**src/rtl/sem_pkg.sv**
```systemverilog
// Shared types and constants for the Sobel edge magnitude core.
`default_nettype none

package sem_pkg;

	// Geometry and result widths fixed by the register map and result format
	localparam int DIM_BITS    = 11;
	localparam int CNT_BITS    = 10;
	localparam int MAG_BITS    = 11;
	localparam int COUNT_LIMIT = 1024;

	localparam logic [DIM_BITS-1:0] DIM_MIN      = 11'd3;
	localparam logic [DIM_BITS-1:0] DIM_MAX      = 11'd1024;
	localparam logic [DIM_BITS-1:0] WIDTH_RESET  = 11'd400;
	localparam logic [DIM_BITS-1:0] HEIGHT_RESET = 11'd400;

	// First row and column whose pixel completes an interior window
	localparam logic [CNT_BITS-1:0] FIRST_INTERIOR = 10'd2;

	// Configuration register map
	localparam int CFG_INDEX_BITS = 2;
	localparam logic [CFG_INDEX_BITS-1:0] CFG_WIDTH_IDX  = 2'd0;
	localparam logic [CFG_INDEX_BITS-1:0] CFG_HEIGHT_IDX = 2'd1;

	typedef struct packed {
		logic [CFG_INDEX_BITS-1:0] reg_index;
		logic [DIM_BITS-1:0]       value;
	} sem_cfg_t;

	typedef struct packed {
		logic [MAG_BITS-1:0] magnitude;
		logic [CNT_BITS-1:0] out_row;
		logic [CNT_BITS-1:0] out_col;
		logic                frame_end;
	} sem_result_t;

	typedef enum logic [2:0] {
		ST_IDLE,
		ST_LOAD,
		ST_SQUARE,
		ST_ROOT,
		ST_EMIT
	} sem_state_t;

	// Controller to datapath commands
	typedef struct packed {
		logic accept;
		logic load;
		logic square;
		logic root_step;
		logic emit;
	} sem_cmd_t;

	// Datapath to controller status
	typedef struct packed {
		logic due;
		logic root_done;
		logic out_hold;
	} sem_status_t;

endpackage

`default_nettype wire

```
**src/rtl/sem_ctrl.sv**
```systemverilog
// Controller state machine sequencing one pixel through the datapath.
`default_nettype none

module sem_ctrl import sem_pkg::*; (
	input  wire logic        clk,
	input  wire logic        arst_n,
	input  wire logic        pix_valid,
	output logic             pix_ready,
	input  wire sem_status_t status,
	output sem_cmd_t         cmd
);

	sem_state_t state_q;
	sem_state_t state_nx;

	// State register
	always_ff @(posedge clk or negedge arst_n) begin
		if (!arst_n) begin
			state_q <= ST_IDLE;
		end else begin
			state_q <= state_nx;
		end
	end

	// Next state
	always_comb begin
		state_nx = state_q;
		unique case (state_q)
			ST_IDLE: begin
				if (pix_valid) state_nx = ST_LOAD;
			end
			ST_LOAD: begin
				state_nx = status.due ? ST_SQUARE : ST_IDLE;
			end
			ST_SQUARE: begin
				state_nx = ST_ROOT;
			end
			ST_ROOT: begin
				if (status.root_done) state_nx = ST_EMIT;
			end
			ST_EMIT: begin
				if (!status.out_hold) state_nx = ST_IDLE;
			end
			default: begin
				state_nx = ST_IDLE;
			end
		endcase
	end

	// Commands
	always_comb begin
		cmd       = '0;
		pix_ready = 1'b0;
		unique case (state_q)
			ST_IDLE: begin
				pix_ready  = 1'b1;
				cmd.accept = pix_valid;
			end
			ST_LOAD:   cmd.load      = 1'b1;
			ST_SQUARE: cmd.square    = 1'b1;
			ST_ROOT:   cmd.root_step = 1'b1;
			ST_EMIT:   cmd.emit      = !status.out_hold;
			default: begin
				cmd = '0;
			end
		endcase
	end

endmodule

`default_nettype wire

```
**config.mk**
```make
export PLATFORM = sky130hd
export DESIGN_NAME = sem_ctrl
export DESIGN_NICKNAME = d
export VERILOG_FILES = /design/src/rtl/sem_pkg.sv /design/src/rtl/sem_ctrl.sv
export SDC_FILE = /design/constraint.sdc
export NUM_CORES = 1
export LEC_CHECK = 0
export BUFFER_PORTS_ARGS = -buffer_cell sky130_fd_sc_hd__buf_2
export CAP_MARGIN = 20
export CELL_PAD_IN_SITES_DETAIL_PLACEMENT = 0
export CELL_PAD_IN_SITES_GLOBAL_PLACEMENT = 1
export CORE_AREA = 4 4 41 43
export DETAILED_ROUTE_END_ITERATION = 10
export DIE_AREA = 0 0 45 47
export PLACE_DENSITY_LB_ADDON = 0.1
export SLEW_MARGIN = 20
export SYNTH_ARGS = -nofsm -noshare
export SYNTH_HDL_FRONTEND = slang
export SYNTH_SLANG_ARGS = --single-unit
```
**constraint.sdc**
```tcl
create_clock -name clk -period 1.7 [get_ports clk]
set_clock_uncertainty 0.2 [all_clocks]
set_input_delay 0.425 -clock clk [delete_from_list [all_inputs] [get_ports clk]]
set_output_delay 0.425 -clock clk [all_outputs]
set_load 0.02 [all_outputs]
```
# [After elaboration in Yosys (flattened, before gate mapping)]
# Cells that the tools add are included.
[word_totals] output_inout_bits=6 elab_cells=22 regBits=3
[op_classes] n_eq_ne=7 reduce_logical=3 mux=11
[op_table] operator="$pmux W3 S5" n=1
[op_table] operator="$mux W3" n=3
[op_table] operator="$eq A3 B2 Y1 const B" n=2
[op_table] operator="$mux W1" n=6
[op_table] operator="$ne A2 B2 Y1 const B" n=3
[op_table] operator="$eq A3 B1 Y1 const B" n=1
[op_table] operator="$eq A3 B3 Y1 const B" n=1
[op_table] operator="$logic_not A3 Y1" n=1
[op_table] operator="$reduce_and A3 Y1" n=1
[op_table] operator="$mux W2" n=1
[op_table] operator="$logic_not A1 Y1" n=1

# [Longest topological paths before layout]
[logic_depth] depth_word=3 depth_mapped=3 depth_no_buf=2

# [Worst setup path before layout]
# OpenSTA, ideal clock, no wires.
[synth_path] path_kind="reg-to-output" startpoint="reg state_q[0]" endpoint="out cmd[4] in the netlist's numbering" path_slack_ns=-0.259 arrival_time_ns=1.334 stages_incl_launch_ff=4 path_buffers=1 path_cell_list="dfrtp_1 buf_6 nor3_1 and2_1"
[synth_rtl] element="start: declaration" line_no="sem_ctrl.sv:13" text="sem_state_t state_q;"
[synth_rtl] element="start signal: assignment" line_no="sem_ctrl.sv:21" text="state_q <= state_nx;"
[synth_rtl] element="end: declaration" line_no="sem_ctrl.sv:10" text="output sem_cmd_t cmd"

==> impl_metrics.py <==
metrics = {
    "run_status": {
        "outcome": "finished, violations left",
        "violations": "negative setup slack",
    },
    "synthesis": {
        "syn_area_um2": 185,
        "yosysMostFrequentCell": "dfrtp_1",
        "avgSynthCellArea_um2": 10.3,
        "synth-seq-cells": 3,
        "yosysWarnings": 0,
        "synth_edf_count": 0,
        "synthDistinctLibCells": 14,
        "synthTopCellsByCount": "dfrtp_1, a21oi_1, nor3b_1",
        "synth_top_area_share_pct": 40.5,
        "async_flop_share_pct": 100,
        "syn_inst": 18,
        "synth_flop_cell": "dfrtp_1",
        "synth_top_cell_by_area": "dfrtp_1",
        "synthTopCellsByArea": "dfrtp_1, nor3b_1, buf_6",
        "ys_seq_area_share_pct": 40.5,
        "syn-num-nets": 24,
    },
    "cts": {
        "cts.sinks": 3,
        "clkLatencyLatePin_ns": 0.23,
        "cts.clk_slew.worst_paths_ns": 0.04,
        "numCtsBuffers": 3,
        "htree_levels": 1,
        "clockRootBuffer": "clkbuf_4",
        "clockBufferDepth": 2,
        "cts_tree": "done",
    },
    "final_layout": {
        "seq_area_um2": 78.8,
        "largestRegisters": "state_q x3",
        "layout.nets": 42,
        "drive_above_1_share_pct": 65.7,
        "multiInputGateArea_um2": 103,
        "top_register": "state_q",
        "utilization_pct": 25.8,
        "fillCellCount": 157,
        "largest_register_ffs": 3,
        "diodes": 0,
        "area_growth_pct": 81.1,
    },
    "worst_setup_path": {
        "worstPathRequired_ns": 1.07,
        "crit_chain": "nor3_2 -> and2_1 -> buf_6",
        "arrival_ns": 1.14,
        "reg2regPathDepth": 3,
        "cpPeakStageDelay_ns": 0.43,
        "setup.worst_path.start_class": "flop",
        "setup.worst_path.end_class": "output pin",
        "criticalPathCategory": "reg2out",
        "critical_path.slowest_cell": "dfrtp_2",
        "path_max_fanout": 6,
    },
    "grt": {
        "grt_overflow": 0,
        "grt_pass1_wl_um": 986,
        "grtUsageTotal_pct": 6.57,
        "first_global_vias": 247,
        "antenna_found_initial": 0,
        "grt_max_degree": 9,
    },
    "timing": {
        "fmax_mhz": 565,
        "layout_setup_ws_ns": -0.0687,
        "hold_violations": 0,
        "setup_tns_ns": -0.143,
        "fin_crit_sh_pct": 104,
        "finalMaxSlewViolations": 0,
        "rsz0062_at_grt": "true",
        "setup_viol_count_final": 3,
        "post-route-min-period_ns": 1.77,
        "tightest_slew_ns": 0.190,
        "slew_headroom_pct": 87.3,
    },
    "power": {
        "static-leakage-power_nw": 0.155,
        "pwr-share-comb_pct": 54.6,
        "pwr_density_cell_nw_per_um2": 1940,
        "p_sw_share_pct": 40.1,
        "total_power_mw": 0.651,
        "ir_worst_vdd_v": 0.000638,
        "p_int_mw": 0.390,
        "power_switching_mw": 0.261,
        "clock_power_share_pct": 19.0,
        "seqPwrFrac_pct": 26.4,
    },
    "routing": {
        "drc": 0,
        "vias_per_cell": 4.02,
        "first_pass_iters": 1,
        "vias": 201,
        "drtIter0Drc": 0,
        "routed_wl_um": 544,
        "wire_per_inst_um": 10.9,
        "antenna_left": 0,
    },
    "run": {
        "maxCapViolCount": 0,
    },
    "die": {
        "start_util_pct": 14.2,
        "die-area_um2": 2120,
        "die_h_um": 47,
        "core_area_um2": 1300,
        "die_x_um": 45,
        "pin_count": 12,
        "num_rows": 13,
    },
    "placed_design": {
        "gp_congestion": 0.667,
        "port_buffers": 11,
    },
    "worst_hold_path": {
        "hold_class": "in2reg",
        "whs_path_depth": 2,
    },
}
cell type report:
| class | count | share of cell area, % |
|---|---|---|
| timing repair buffer | 15 | 32.5 |
| multi-input combinational | 13 | 30.6 |
| sequential | 3 | 23.5 |
| clock buffer | 4 | 7.84 |
| tap | 15 | 5.60 |
per-stage QoR:
step           cell area (um2)  instances  setup WS [ns]  hold slack, ns
2_1_floorplan              196         18        -0.0469         -0.0706
3_3_place_gp               251         42          0.123          0.0210
3_5_place_dp               251         42          0.121          0.0222
4_1_cts                    318         49        -0.0729           0.236
5_1_grt                    335         50         -0.120           0.237
6_report                   335         50        -0.0687           0.241
per-layer routing:
metal	part of all wire, %	vias up	global-route usage (%)
met5	0	-	0
met4	0	0	7.02
met3	5.0	0	1.53
met2	56	6	9.89
met1	39	96	7.32
li1	-	99	-
worst paths after layout:
| path | slack (ns) | startpoint | to |
|---|---|---|---|
| max in group asynchronous | 0.86 | arst_n | state_q[0]$_DFFE_PN0P_ |
| setup reg to reg | 0.50 | state_q[0]$_DFFE_PN0P_ | state_q[0]$_DFFE_PN0P_ |
| hold reg to reg | 0.41 | state_q[2]$_DFFE_PN0P_ | state_q[1]$_DFFE_PN0P_ |
| min in group asynchronous | 0.32 | arst_n | state_q[1]$_DFFE_PN0P_ |
| hold / removal | 0.24 | status[1] | state_q[2]$_DFFE_PN0P_ |
| setup / recovery | -0.07 | state_q[2]$_DFFE_PN0P_ | cmd[4] |
repair_timing:
action | CTS | global route
pin swaps | 3 | 2
endpoints found under the hold margin | 3 | 0
endpoints found under the setup margin | 6 | 6
gates resized for setup | 7 | 3
hold buffers | 1 | 0
buffers inserted | 2 | 1
power by group through the flow:
stage               Clock [mW]  Sequential (mW)  Combinational, mW
finish                   0.124            0.172              0.355
floorplan                    0            0.134              0.242
global placement             0            0.172              0.256
detailed placement           0            0.174              0.256
global route             0.138            0.184              0.385
CTS                      0.130            0.174              0.310
placed cells by master, fill, tap and decap left out:
master,count
nor4b_2,1
nor2_1,1
a21bo_2,1
nand3b_1,1
and2_1,1
dlygate4sd3_1,1
dfrtp_2,3
clkbuf_4,3
nand2b_1,1
buf_4,4
nor3b_1,2
a21oi_1,2
nor3_2,1
and3b_1,1
buf_6,3
buf_2,7
clkbuf_1,1
a32o_1,1
logic make-up after synthesis:
group / Yosys count / synth area share, %
AOI/OAI and AO/OA: 4 / 16.2
DFF: 3 / 40.5
buffers and inverters: 2 / 10.1
and+or+nand+nor: 9 / 33.1
critical path: cells and delay by family, from the launching register on:
family / cells / cell delay (ns)
flops: 1 / 0.43
simple gates: 2 / 0.36
buf+inv: 1 / 0.11
No activity file was read; power rests on OpenSTA's default activity.
